[src/design/mipsdec_pkg.sv]
`default_nettype none

package mipsdec_pkg;

	// Instruction word geometry
	localparam int unsigned WORD_W  = 32;
	localparam int unsigned REG_W   = 5;
	localparam int unsigned OPC_W   = 6;
	localparam int unsigned KIND_W  = 5;
	localparam int unsigned SIZE_W  = 3;

	localparam logic [REG_W-1:0] LINK_REG = 5'd31;

	// Major opcodes (bits 31..26)
	localparam logic [OPC_W-1:0] OPC_SPECIAL = 6'h00;
	localparam logic [OPC_W-1:0] OPC_REGIMM  = 6'h01;
	localparam logic [OPC_W-1:0] OPC_J       = 6'h02;
	localparam logic [OPC_W-1:0] OPC_JAL     = 6'h03;
	localparam logic [OPC_W-1:0] OPC_BEQ     = 6'h04;
	localparam logic [OPC_W-1:0] OPC_BNE     = 6'h05;
	localparam logic [OPC_W-1:0] OPC_BLEZ    = 6'h06;
	localparam logic [OPC_W-1:0] OPC_BGTZ    = 6'h07;
	localparam logic [OPC_W-1:0] OPC_ADDI    = 6'h08;
	localparam logic [OPC_W-1:0] OPC_ADDIU   = 6'h09;
	localparam logic [OPC_W-1:0] OPC_SLTI    = 6'h0a;
	localparam logic [OPC_W-1:0] OPC_SLTIU   = 6'h0b;
	localparam logic [OPC_W-1:0] OPC_ANDI    = 6'h0c;
	localparam logic [OPC_W-1:0] OPC_ORI     = 6'h0d;
	localparam logic [OPC_W-1:0] OPC_XORI    = 6'h0e;
	localparam logic [OPC_W-1:0] OPC_LUI     = 6'h0f;
	localparam logic [OPC_W-1:0] OPC_COP0    = 6'h10;
	localparam logic [OPC_W-1:0] OPC_LB      = 6'h20;
	localparam logic [OPC_W-1:0] OPC_LH      = 6'h21;
	localparam logic [OPC_W-1:0] OPC_LWL     = 6'h22;
	localparam logic [OPC_W-1:0] OPC_LW      = 6'h23;
	localparam logic [OPC_W-1:0] OPC_LBU     = 6'h24;
	localparam logic [OPC_W-1:0] OPC_LHU     = 6'h25;
	localparam logic [OPC_W-1:0] OPC_LWR     = 6'h26;
	localparam logic [OPC_W-1:0] OPC_SB      = 6'h28;
	localparam logic [OPC_W-1:0] OPC_SH      = 6'h29;
	localparam logic [OPC_W-1:0] OPC_SWL     = 6'h2a;
	localparam logic [OPC_W-1:0] OPC_SW      = 6'h2b;
	localparam logic [OPC_W-1:0] OPC_SWR     = 6'h2e;
	localparam logic [OPC_W-1:0] OPC_CACHE   = 6'h2f;

	// SPECIAL function codes (bits 5..0)
	localparam logic [OPC_W-1:0] FN_SLL     = 6'h00;
	localparam logic [OPC_W-1:0] FN_SRL     = 6'h02;
	localparam logic [OPC_W-1:0] FN_SRA     = 6'h03;
	localparam logic [OPC_W-1:0] FN_SLLV    = 6'h04;
	localparam logic [OPC_W-1:0] FN_SRLV    = 6'h06;
	localparam logic [OPC_W-1:0] FN_SRAV    = 6'h07;
	localparam logic [OPC_W-1:0] FN_JR      = 6'h08;
	localparam logic [OPC_W-1:0] FN_JALR    = 6'h09;
	localparam logic [OPC_W-1:0] FN_MFHI    = 6'h10;
	localparam logic [OPC_W-1:0] FN_MTHI    = 6'h11;
	localparam logic [OPC_W-1:0] FN_MFLO    = 6'h12;
	localparam logic [OPC_W-1:0] FN_MTLO    = 6'h13;
	localparam logic [OPC_W-1:0] FN_MULT    = 6'h18;
	localparam logic [OPC_W-1:0] FN_MULTU   = 6'h19;
	localparam logic [OPC_W-1:0] FN_DIV     = 6'h1a;
	localparam logic [OPC_W-1:0] FN_DIVU    = 6'h1b;
	localparam logic [OPC_W-1:0] FN_ADD     = 6'h20;
	localparam logic [OPC_W-1:0] FN_ADDU    = 6'h21;
	localparam logic [OPC_W-1:0] FN_SUB     = 6'h22;
	localparam logic [OPC_W-1:0] FN_SUBU    = 6'h23;
	localparam logic [OPC_W-1:0] FN_AND     = 6'h24;
	localparam logic [OPC_W-1:0] FN_OR      = 6'h25;
	localparam logic [OPC_W-1:0] FN_XOR     = 6'h26;
	localparam logic [OPC_W-1:0] FN_NOR     = 6'h27;
	localparam logic [OPC_W-1:0] FN_SLT     = 6'h2a;
	localparam logic [OPC_W-1:0] FN_SLTU    = 6'h2b;

	// Micro-operation codes
	typedef enum logic [KIND_W-1:0] {
		OPK_EXEC   = 5'd0,
		OPK_SHL    = 5'd1,
		OPK_SHR    = 5'd2,
		OPK_SAR    = 5'd3,
		OPK_JUMPR  = 5'd4,
		OPK_MFHI   = 5'd5,
		OPK_MTHI   = 5'd6,
		OPK_MFLO   = 5'd7,
		OPK_MTLO   = 5'd8,
		OPK_MULT   = 5'd9,
		OPK_MULTU  = 5'd10,
		OPK_ADD_OV = 5'd11,
		OPK_ADD    = 5'd12,
		OPK_SUB_OV = 5'd13,
		OPK_SUB    = 5'd14,
		OPK_AND    = 5'd15,
		OPK_OR     = 5'd16,
		OPK_XOR    = 5'd17,
		OPK_NOR    = 5'd18,
		OPK_SLT    = 5'd19,
		OPK_SLTU   = 5'd20,
		OPK_BGEZ   = 5'd21,
		OPK_BLTZ   = 5'd22,
		OPK_JUMP   = 5'd23,
		OPK_BEQ    = 5'd24,
		OPK_BNE    = 5'd25,
		OPK_BLEZ   = 5'd26,
		OPK_BGTZ   = 5'd27,
		OPK_CONST  = 5'd28,
		OPK_LOAD   = 5'd29,
		OPK_STORE  = 5'd30
	} op_kind_t;

	// Access sizes
	localparam logic [SIZE_W-1:0] SIZE_NONE = 3'd0;
	localparam logic [SIZE_W-1:0] SIZE_BYTE = 3'd1;
	localparam logic [SIZE_W-1:0] SIZE_HALF = 3'd2;
	localparam logic [SIZE_W-1:0] SIZE_WORD = 3'd4;

	// One decoded micro-operation
	typedef struct packed {
		op_kind_t            kind;
		logic [REG_W-1:0]    dest;
		logic [REG_W-1:0]    src1;
		logic [REG_W-1:0]    src2;
		logic                use_imm;
		logic [WORD_W-1:0]   imm;
		logic [SIZE_W-1:0]   size;
		logic                sext;
		logic                ends;
		logic [WORD_W-1:0]   word;
	} dec_t;

endpackage

`default_nettype wire

[src/design/mipsdec_decode.sv]
`default_nettype none

module mipsdec_decode (
	input  wire logic [mipsdec_pkg::WORD_W-1:0] word,
	output mipsdec_pkg::dec_t                   dec
);
	import mipsdec_pkg::*;

	logic [OPC_W-1:0]  opc;
	logic [OPC_W-1:0]  fn;
	logic [REG_W-1:0]  rs, rt, rd, shamt;
	logic [WORD_W-1:0] imm_sext, imm_zext, br_off, jmp_tgt, upper;

	// Field extraction
	assign opc      = word[31:26];
	assign fn       = word[5:0];
	assign rs       = word[25:21];
	assign rt       = word[20:16];
	assign rd       = word[15:11];
	assign shamt    = word[10:6];
	assign imm_sext = {{16{word[15]}}, word[15:0]};
	assign imm_zext = {16'h0000, word[15:0]};
	assign br_off   = {imm_sext[29:0], 2'b00};
	assign jmp_tgt  = {4'h0, word[25:0], 2'b00};
	assign upper    = {word[15:0], 16'h0000};

	always_comb begin
		dec         = '0;
		dec.kind    = OPK_EXEC;
		dec.dest    = rt;
		dec.src1    = rs;
		dec.src2    = rt;
		dec.use_imm = 1'b0;
		dec.imm     = '0;
		dec.size    = SIZE_NONE;
		dec.sext    = 1'b0;
		dec.ends    = 1'b0;
		dec.word    = word;

		unique case (opc)
			// Register-register group
			OPC_SPECIAL: begin
				dec.dest = rd;
				unique case (fn)
					FN_SLL, FN_SRL, FN_SRA: begin
						dec.kind    = (fn == FN_SLL) ? OPK_SHL :
							(fn == FN_SRL) ? OPK_SHR : OPK_SAR;
						dec.src1    = rt;
						dec.use_imm = 1'b1;
						dec.imm     = {27'd0, shamt};
					end
					FN_SLLV, FN_SRLV, FN_SRAV: begin
						dec.kind = (fn == FN_SLLV) ? OPK_SHL :
							(fn == FN_SRLV) ? OPK_SHR : OPK_SAR;
						dec.src1 = rt;
						dec.src2 = rs;
					end
					FN_JR: begin
						dec.kind = OPK_JUMPR;
						dec.dest = '0;
					end
					FN_JALR: begin
						dec.kind = OPK_JUMPR;
						dec.dest = (rd != '0) ? rd : LINK_REG;
					end
					FN_MFHI:  dec.kind = OPK_MFHI;
					FN_MTHI: begin
						dec.kind = OPK_MTHI;
						dec.dest = '0;
					end
					FN_MFLO:  dec.kind = OPK_MFLO;
					FN_MTLO: begin
						dec.kind = OPK_MTLO;
						dec.dest = '0;
					end
					FN_MULT: begin
						dec.kind = OPK_MULT;
						dec.dest = '0;
					end
					FN_MULTU: begin
						dec.kind = OPK_MULTU;
						dec.dest = '0;
					end
					FN_ADD:   dec.kind = OPK_ADD_OV;
					FN_ADDU:  dec.kind = OPK_ADD;
					FN_SUB:   dec.kind = OPK_SUB_OV;
					FN_SUBU:  dec.kind = OPK_SUB;
					FN_AND:   dec.kind = OPK_AND;
					FN_OR:    dec.kind = OPK_OR;
					FN_XOR:   dec.kind = OPK_XOR;
					FN_NOR:   dec.kind = OPK_NOR;
					FN_SLT:   dec.kind = OPK_SLT;
					FN_SLTU:  dec.kind = OPK_SLTU;
					// divides fall back but keep the block going
					FN_DIV, FN_DIVU: dec.kind = OPK_EXEC;
					default:  dec.ends = 1'b1;
				endcase
			end

			// Compare-with-zero branches, reserved forms end the block
			OPC_REGIMM: begin
				dec.dest = '0;
				dec.imm  = br_off;
				if (rt[3:1] != 3'b000) begin
					dec.ends = 1'b1;
				end else begin
					dec.kind = rt[0] ? OPK_BGEZ : OPK_BLTZ;
					dec.dest = rt[4] ? LINK_REG : '0;
					dec.src2 = '0;
				end
			end

			OPC_J, OPC_JAL: begin
				dec.kind = OPK_JUMP;
				dec.imm  = jmp_tgt;
				dec.dest = (opc == OPC_JAL) ? LINK_REG : '0;
			end

			OPC_BEQ: begin
				dec.kind = OPK_BEQ;
				dec.dest = '0;
				dec.imm  = br_off;
			end
			OPC_BNE: begin
				dec.kind = OPK_BNE;
				dec.dest = '0;
				dec.imm  = br_off;
			end
			OPC_BLEZ: begin
				dec.kind = OPK_BLEZ;
				dec.dest = '0;
				dec.src2 = '0;
				dec.imm  = br_off;
			end
			OPC_BGTZ: begin
				dec.kind = OPK_BGTZ;
				dec.dest = '0;
				dec.src2 = '0;
				dec.imm  = br_off;
			end

			// Immediate arithmetic and logic
			OPC_ADDI, OPC_ADDIU, OPC_SLTI, OPC_SLTIU: begin
				dec.kind    = (opc == OPC_ADDI)  ? OPK_ADD_OV :
					(opc == OPC_ADDIU) ? OPK_ADD :
					(opc == OPC_SLTI)  ? OPK_SLT : OPK_SLTU;
				dec.use_imm = 1'b1;
				dec.imm     = imm_sext;
			end
			OPC_ANDI, OPC_ORI, OPC_XORI: begin
				dec.kind    = (opc == OPC_ANDI) ? OPK_AND :
					(opc == OPC_ORI) ? OPK_OR : OPK_XOR;
				dec.use_imm = 1'b1;
				dec.imm     = imm_zext;
			end
			OPC_LUI: begin
				dec.kind    = OPK_CONST;
				dec.use_imm = 1'b1;
				dec.imm     = upper;
			end

			// Loads
			OPC_LB, OPC_LH, OPC_LW, OPC_LBU, OPC_LHU: begin
				dec.kind    = OPK_LOAD;
				dec.use_imm = 1'b1;
				dec.imm     = imm_sext;
				dec.size    = (opc == OPC_LW) ? SIZE_WORD :
					opc[0] ? SIZE_HALF : SIZE_BYTE;
				dec.sext    = (opc == OPC_LB) || (opc == OPC_LH) || (opc == OPC_LW);
			end

			// Stores
			OPC_SB, OPC_SH, OPC_SW: begin
				dec.kind    = OPK_STORE;
				dec.dest    = '0;
				dec.use_imm = 1'b1;
				dec.imm     = imm_sext;
				dec.size    = (opc == OPC_SW) ? SIZE_WORD :
					(opc == OPC_SH) ? SIZE_HALF : SIZE_BYTE;
			end

			// Unaligned accesses and cache ops fall back, block continues
			OPC_LWL, OPC_LWR, OPC_SWL, OPC_SWR, OPC_CACHE: begin
				dec.imm = imm_sext;
			end

			// Coprocessor 0: only moves from it keep the block going
			OPC_COP0: begin
				dec.imm  = imm_sext;
				dec.ends = (rs != '0);
			end

			default: begin
				dec.imm  = imm_sext;
				dec.ends = 1'b1;
			end
		endcase
	end

endmodule

`default_nettype wire

[src/design/mips_instruction_to_ir_decoder_core.sv]
`default_nettype none

// Channel   Direction  Handshake                 Payload
// -------   ---------  ------------------------  ------------------------------------
// instr     in         instr_valid / instr_stall  instr_word
// dec       out        dec_valid / dec_stall      op_kind .. orig_word (one decoded op)
//
// An accepted word is loaded into the input register, then its decode is loaded into the
// output register. One word is taken every cycle while instr_stall is low; the single
// decode pass lies between the two registers.
// arst_n clears both valid flags; payload registers are not reset.
// While dec_stall holds a word, the input register still takes one more word if it is empty.
module mips_instruction_to_ir_decoder_core (
	input  wire logic                                  clk,
	input  wire logic                                  arst_n,

	input  wire logic                                  instr_valid,
	output      logic                                  instr_stall,
	input  wire logic [mipsdec_pkg::WORD_W-1:0]        instr_word,

	output      logic                                  dec_valid,
	input  wire logic                                  dec_stall,
	output      logic [mipsdec_pkg::KIND_W-1:0]        op_kind,
	output      logic [mipsdec_pkg::REG_W-1:0]         dest_reg,
	output      logic [mipsdec_pkg::REG_W-1:0]         first_source,
	output      logic [mipsdec_pkg::REG_W-1:0]         second_source,
	output      logic                                  uses_immediate,
	output      logic [mipsdec_pkg::WORD_W-1:0]        imm_value,
	output      logic [mipsdec_pkg::SIZE_W-1:0]        access_bytes,
	output      logic                                  sign_extend,
	output      logic                                  end_of_block,
	output      logic [mipsdec_pkg::WORD_W-1:0]        orig_word
);
	import mipsdec_pkg::*;

	logic              valid_s1;
	logic [WORD_W-1:0] word_s1;
	logic              valid_s2;
	dec_t              dec_s2;
	dec_t              dec_next;
	logic              adv_s2;
	logic              adv_s1;

	// Output register takes a new word when empty or being drained
	assign adv_s2      = !valid_s2 || !dec_stall;
	// Input register frees up when its word moves on
	assign adv_s1      = !valid_s1 || adv_s2;
	assign instr_stall = !adv_s1;

	// Input register
	always_ff @(posedge clk or negedge arst_n) begin
		if (!arst_n) begin
			valid_s1 <= 1'b0;
		end else if (adv_s1) begin
			valid_s1 <= instr_valid;
		end
	end

	always_ff @(posedge clk) begin
		if (adv_s1 && instr_valid) begin
			word_s1 <= instr_word;
		end
	end

	// Decode logic
	mipsdec_decode u_decode (
		.word (word_s1),
		.dec  (dec_next)
	);

	// Output register
	always_ff @(posedge clk or negedge arst_n) begin
		if (!arst_n) begin
			valid_s2 <= 1'b0;
		end else if (adv_s2) begin
			valid_s2 <= valid_s1;
		end
	end

	always_ff @(posedge clk) begin
		if (adv_s2 && valid_s1) begin
			dec_s2 <= dec_next;
		end
	end

	assign dec_valid      = valid_s2;
	assign op_kind        = dec_s2.kind;
	assign dest_reg       = dec_s2.dest;
	assign first_source   = dec_s2.src1;
	assign second_source  = dec_s2.src2;
	assign uses_immediate = dec_s2.use_imm;
	assign imm_value      = dec_s2.imm;
	assign access_bytes   = dec_s2.size;
	assign sign_extend    = dec_s2.sext;
	assign end_of_block   = dec_s2.ends;
	assign orig_word      = dec_s2.word;

endmodule

`default_nettype wire

[config.mk]
export PLATFORM = sky130hd
export DESIGN_NAME = mips_instruction_to_ir_decoder_core
export DESIGN_NICKNAME = d
export VERILOG_FILES = /design/src/design/mipsdec_pkg.sv /design/src/design/mipsdec_decode.sv /design/src/design/mips_instruction_to_ir_decoder_core.sv
export SDC_FILE = /design/constraint.sdc
export NUM_CORES = 1
export LEC_CHECK = 0
export CELL_PAD_IN_SITES_DETAIL_PLACEMENT = 2
export CELL_PAD_IN_SITES_GLOBAL_PLACEMENT = 2
export CORE_MARGIN = 4
export CORE_UTILIZATION = 38
export DETAILED_ROUTE_END_ITERATION = 6
export DONT_BUFFER_PORTS = 1
export GPL_ROUTABILITY_DRIVEN = 1
export PLACE_DENSITY = 0.84
export REMOVE_ABC_BUFFERS = 1
export SLEW_MARGIN = 20
export SYNTH_ARGS = -nofsm -noshare
export SYNTH_HDL_FRONTEND = slang
export SYNTH_SLANG_ARGS = --single-unit
[constraint.sdc]
create_clock -name clk -period 7.3 [get_ports clk]
set_input_delay 1.46 -clock clk [delete_from_list [all_inputs] [get_ports clk]]
set_output_delay 1.46 -clock clk [all_outputs]
set_load 0.02 [all_outputs]
* Yosys cells after proc, flatten, opt, wreduce, memory -nomap -nowiden
Index checks and enable logic that the tools add are counted.
** Cells by class
- Multiply operators :: 0
- Multiplexer cells :: 34
- Reductions and logical operators :: 31
- Shift-type cells :: 0
- Add/subtract/negate cells :: 0
- Eq/ne operators :: 54
- Magnitude comparators :: 0
- Divide/modulo/power cells :: 0
- Bitwise operators :: 0
** Operator list (count)
- 32-bit case mux with 5 select lines :: 1
- 6-bit equality test (second input constant) :: 23
- 5-bit case mux with 19 select lines :: 1
- 6-bit by 4-bit equality test with 1-bit output (second input constant) :: 10
- 5-bit two-way mux :: 12
- 5-bit case mux with 12 select lines :: 1
- 6-bit by 5-bit equality test with 1-bit output (second input constant) :: 9
- 6-bit by 3-bit equality test with 1-bit output (second input constant) :: 7
- 33-bit two-way mux :: 1
- 27-bit OR reduction :: 1
- 26-bit OR reduction :: 1
- 6-bit by 2-bit equality test with 1-bit output (second input constant) :: 4
- 5-bit case mux with 4 select lines :: 1
- 16-bit OR reduction :: 1
- 5-bit case mux with 3 select lines :: 1
- 5-bit OR reduction :: 3
- 6-bit logical NOT :: 2
- 3-bit OR reduction :: 4
- 10-bit two-way mux :: 1
- 5-bit case mux with 2 select lines :: 1
- 5-bit nonzero test :: 2
- 3-bit two-way mux :: 3
- 7-bit OR reduction :: 1
- 6-bit by 1-bit equality test with 1-bit output (second input constant) :: 1
- other kinds (12) :: 27
** Storage, ports and cells
- Output and inout bits :: 92
- Memory bits (read-only) :: 0
- Latch bits :: 0
- RAM bits :: 0
- Memories :: 0
- Bits of input ports :: 36
- Bits in registers :: 124

* Depth between registers and ports, before layout
- Word-level depth :: 5
- Depth in mapped cells :: 7

* Cells and area by module
From an unflattened synthesis, not the netlist that was laid out.
** Second synthesis, totals
- Cell total of the unflattened synthesis :: 402
- Area total of the unflattened synthesis :: 5541.6 µm²
** By module, submodules not included
- mips_instruction_to_ir_decoder_core :: cells each 130, area an instance 3756.1 µm², seq. area each 3713.6 µm², times used 1
- mipsdec_decode :: cells each 272, area an instance 1785.5 µm², seq. area each 0.0 µm², times used 1

* Worst setup path before layout
No wires, ideal clock.
- Path kind :: input to register
- Start point :: input port dec_stall
- End point :: register dec_s2 (netlist bit access_bytes[0]), enable pin
- Data required time :: 6.625 ns
- Path slack :: -1.366 ns
- Arrival time :: 7.991 ns
- Library setup time :: 0.675 ns
- Buffers on the path :: 0
- Stages :: 1
- Cell sequence :: a21boi_0
** Between the ends
- Longest elaborated chain between the ends :: 3
** Ends and longest elaborated chain
- start: declaration :: RTL line mips_instruction_to_ir_decoder_core.sv:22 : input wire logic dec_stall,
- 1-bit logical NOT :: RTL line mips_instruction_to_ir_decoder_core.sv:45 : assign adv_s2 = !valid_s2 || !dec_stall;
- 1-bit logical OR :: RTL line mips_instruction_to_ir_decoder_core.sv:45
- 1-bit logical AND :: RTL line mips_instruction_to_ir_decoder_core.sv:81 : if (adv_s2 && valid_s1) begin
- end signal: assignment :: RTL line mips_instruction_to_ir_decoder_core.sv:82 : dec_s2 <= dec_next;
- end: declaration :: RTL line mips_instruction_to_ir_decoder_core.sv:39 : dec_t dec_s2;
Every way passes these cells.
A chain may end at the register's enable or synchronous reset.

* Worst setup path in the final report
- Start point :: input port dec_stall
- End point :: output port instr_stall
** Between the ends
- Longest elaborated chain between the ends :: 4
** Ends and longest elaborated chain
- 1-bit logical NOT :: RTL line mips_instruction_to_ir_decoder_core.sv:45
- 1-bit logical OR :: RTL line mips_instruction_to_ir_decoder_core.sv:45
- 1-bit logical OR :: RTL line mips_instruction_to_ir_decoder_core.sv:47 : assign adv_s1 = !valid_s1 || adv_s2;
- 1-bit logical NOT :: RTL line mips_instruction_to_ir_decoder_core.sv:48 : assign instr_stall = !adv_s1;
- end: declaration :: RTL line mips_instruction_to_ir_decoder_core.sv:18 : output logic instr_stall,
Every way passes these cells.

==> impl.org <==
** Timing
- For the pin with the worst max-slew slack, the measured transition is between 900 and 1000 ps.
- The total count of max-transition violations in the final report was 0.
- After layout, the worst path uses a little over two fifths of the clock period.
- The clock period could shrink to about 3200 ps.
- Headroom to the max-slew limit came out at between 30% and 40%.
- Based on the critical path, the design can be clocked at up to ~310 MHz.
- Number of failing setup endpoints in the final timing report :: 0
- Clock skew on the completed layout was measured at just over 10 ps.
- Final number of hold-violating endpoints :: 0
- Setup repair after global routing left no endpoint under its margin.

** Die
- The floorplan step set the die width to around 130 microns.
- Die area :: 16100 sq um
- Effective utilization at floorplan :: ~39%
- The floorplan has 43 rows.
- In this run the count of I/O pins placed on the die edge is around 130.
- The core region is approximately 14000 sq um.
- Measured along the y axis, the die boundary spans roughly 130 microns.

** Setup path
- The worst setup path is captured at an output pin.
- Bufs and invs on worst path :: 1
- At the worst endpoint, the arrival time is approximately 1800 ps.
- Critical register-to-register path startpoint :: word_s1[26]
- Crit. path cell count :: 2
- List of cells traversed by the critical path :: nand3_1, inv_1
- Reg-to-reg setup timing slack :: around 4400 ps
- Biggest fanout along the worst timing path :: 3
- Counting cells, the worst reg-to-reg path comes to 4.
- Max incr delay on CP :: between 150 and 200 ps
- Worst flop-to-flop path endpoint :: imm_value[24]
- Critical path data required time :: roughly 5800 ps
- On the critical path, the stage with the largest delay is an instance of sky130_fd_sc_hd__inv_1.
- CP top delay family :: buffers and inverters
- The setup path with the least slack is of type primary input to output pin.
- The worst setup path is launched from a primary input.

** CTS
- Once the clock tree was built, the resizer swapped 0 gates to a different size.
- For this design, the sink count on the clock tree is between 100 and 150.
- Clock-pin slew was measured on the worst setup and hold paths at 50 ps.
- Post-CTS setup buffer count :: 0
- Total CTS buffers :: 17
- The H-tree was split into 4 levels.
- TritonCTS built the clock tree.
- Clock latency of the later-clocked register in the worst-skew pair :: roughly 430 ps
- Maximum count of clock buffers along a single path :: 2
- The tree is rooted in a sky130_fd_sc_hd__clkbuf_16.
- For this design, the CTS-stage hold fixing added 0 buffers.

** Power and ir drop
- Power spread over the standard cell area amounts to 310 nW/um^2.
- Worst vdd rail ir drop :: 148 uV
- Logic pwr share :: between 6 and 7%
- Switching portion of total power :: ~26%
- Leakage power of the design :: 2.03 nW
- Net load switching power :: about 0.48 mW
- The design draws between 1.5 and 2 mW.
- Share of power burned in the clock network :: about two fifths
- Internal power of the cells :: 1.39 mW
- Registers are responsible for approximately half of the overall power.

** Yosys
- Post-synthesis instance area :: 5360 sq um
- Post-Syn Instances :: 379
- Counting flops and latches in the post-synthesis netlist gives around 120.
- Summed over all instances, the cell type with the most area after synthesis is sky130_fd_sc_hd__edfxtp_1.
- The average instance in the mapped netlist occupies 14.1 sq um.
- Of all flip-flops after synthesis, the portion carrying an async set or reset was approximately 1.6%.
- For this run, the register share of the synthesized area comes to 69.3%.
- The netlist uses 65 different library cells.
- By area the synthesized netlist is led by sky130_fd_sc_hd__edfxtp_1 (68%), sky130_fd_sc_hd__a22o_1 (3.6%), sky130_fd_sc_hd__o21ai_0 (2.0%), sky130_fd_sc_hd__a21oi_1 (1.6%), sky130_fd_sc_hd__nor3_1 (1.6%).
- The synthesized design devotes to its leading area cell type 68.3% of total area.
- Predominant post-synthesis flop cell :: sky130_fd_sc_hd__edfxtp_1
- Yosys warning total :: 0
- Yosys mapped a number of flops with a built-in enable equal to ~120.

** Final layout
- Utilization after layout :: between 40 and 50%
- Area of the multi-input gates :: approximately 1500 sq um
- Total of fill cells in the finished design :: ~1.3k
- Across the whole layout, storage elements account for between 3000 and 4000 sq um.
- Fraction of layout cells with a size suffix above 1 :: about 13%
- Antenna diode count :: 0
- NumNets Final :: between 400 and 500
- Layout overhead on the synthesized area :: 12.6%

** Flow run
- Across the run, the number of max-cap violations was 0.

** Placed design
- Port bufs :: 0
- Summed over all nets, the half-perimeter wirelength after detailed placement is 11800 microns.
- Routability cong. :: just over 0.8

** Detailed routing
- The highest layer touched by signal routing is met4.
- Met2 layer wire length in the routed design :: slightly below 9000 microns
- Number of vias in the routed layout :: about 3.5k
- For this block, the routed nets add up to between 15000 and 20000 microns of wire.
- For this run, the detailed router's first-pass iteration total came to 5.
- Remaining DRCs :: 0
- The count of nets left with antenna violations once routing finished came out at 0.
- Number of DRC markers in iteration 0 :: 340
- Using the TritonRoute via totals, the vias-per-cell ratio works out to between 6 and 7.
- After detailed routing, the wire length on met1 is slightly above 7000 microns.
- After detailed routing, the average wire length per cell comes to just over 30 microns.
- Met3 Wirelength :: ~1000 microns

** Min path
- The worst hold path begins at valid_s1.
- Worst hold path endpoint :: dec_valid
- The tightest min-delay check is of the flip-flop to flip-flop type.
- Number of cells traversed by the worst hold path :: 1

** GRT
- Number of antenna violations at the first check in global routing :: 0
- Via count of the first global-routing pass :: approximately 3.7k
- Total Routing Usage GR :: between 20 and 25%
- Summed over all layers, the global routing overflow is 0.
- Maximum number of pins on one net before global-route repair :: between 60 and 70
- The first global-routing pass estimated about 25000 microns of wire.

** Run status
- Outcome :: complete, no violations
==> worst max-delay path by stage <==
stage	start	endpoint	slack, ps
floorplan	dec_stall	access_bytes[0]	-1370
CTS	dec_stall	instr_stall	4080
global placement	dec_stall	orig_word[17]	4000
global route	dec_stall	instr_stall	4050
detailed placement	dec_stall	imm_value[30]	3880
finish	dec_stall	instr_stall	4090
==> kinds of logic (layout without fill, tap and decap cells) <==
logic type / after synthesis / after routing / share of synthesized area (%)
fa+ha+maj: 1 / 1 / 0.187
simple gates: 94 / 94 / 9.33
mux: 5 / 5 / 1.31
compound gates: 117 / 117 / 16.3
buf+inv: 36 / 45 / 3.29
flops: 124 / 124 / 69.3
xor+xnor: 2 / 2 / 0.327
==> Yosys cell counts, drive strengths merged (2+ instances only) <==
library cell,instances
nand3,3
clkinv,2
nand2b,9
nor4,5
a22o,22
nand2,19
inv,8
o21ai,25
nor2,20
a22oi,7
edfxtp,122
a221oi,3
o32ai,2
a21oi,18
clkbuf,13
nor3,17
or2,2
a221o,13
mux2,4
buf,13
nand3b,2
a31oi,2
dfrtp,2
nor2b,11
a21o,4
a211oi,3
==> layout make-up <==
cell class	instances	area share, %
clock buffer	20	7.23
inverter	10	0.622
clock inverter	10	1.68
multi-input combinational	219	24.6
sequential	124	61.5
tap	180	3.73
timing repair buffer	5	0.622
==> cells in the final DEF, fill, tap and decap left out, drive strengths merged, types with 2 or more instances in the layout <==
cell type    n
nor4         5
a211oi       3
nand2       19
a22o        22
o21ai       25
a21o         4
nor2b       11
o32ai        2
nor2        20
bufinv       2
mux2         4
clkinv       9
a21oi       18
a221oi       3
nor3        17
clkbuf      20
a31oi        2
nand3        3
dfrtp        2
a221o       13
a22oi        7
nand3b       2
inv          8
nand2b       9
buf          5
edfxtp     122
or2          2
==> through the flow <==
stage          hold WS (ps)  setup slack, ps  cells  TNS [ps]  area (sq um)
2_1_floorplan           443            -1370    353   -122930          5220
3_3_place_gp            467             4000    538         0          5500
3_5_place_dp            477             3880    538         0          5500
4_1_cts                 489             4080    568         0          6040
5_1_grt                 523             4050    568         0          6040
6_report                481             4090    568         0          6040
==> per-layer routing <==
metal  global-route usage [%]  vias to the layer above
met5                        0                        -
met4                     8.08                        0
met3                     6.82                       25
met2                     36.4                      152
met1                     26.3                     1828
li1                         -                     1495
==> power groups by stage <==
stage	clock (mW)	sequential, mW	combinational (mW)
finish	0.786	0.971	0.116
global placement	0	0.977	0.103
floorplan	0	0.965	0.0779
detailed placement	0	0.985	0.115
global route	0.837	0.977	0.126
CTS	0.801	0.972	0.117
Note: power is estimated with default switching activity, not from simulation.
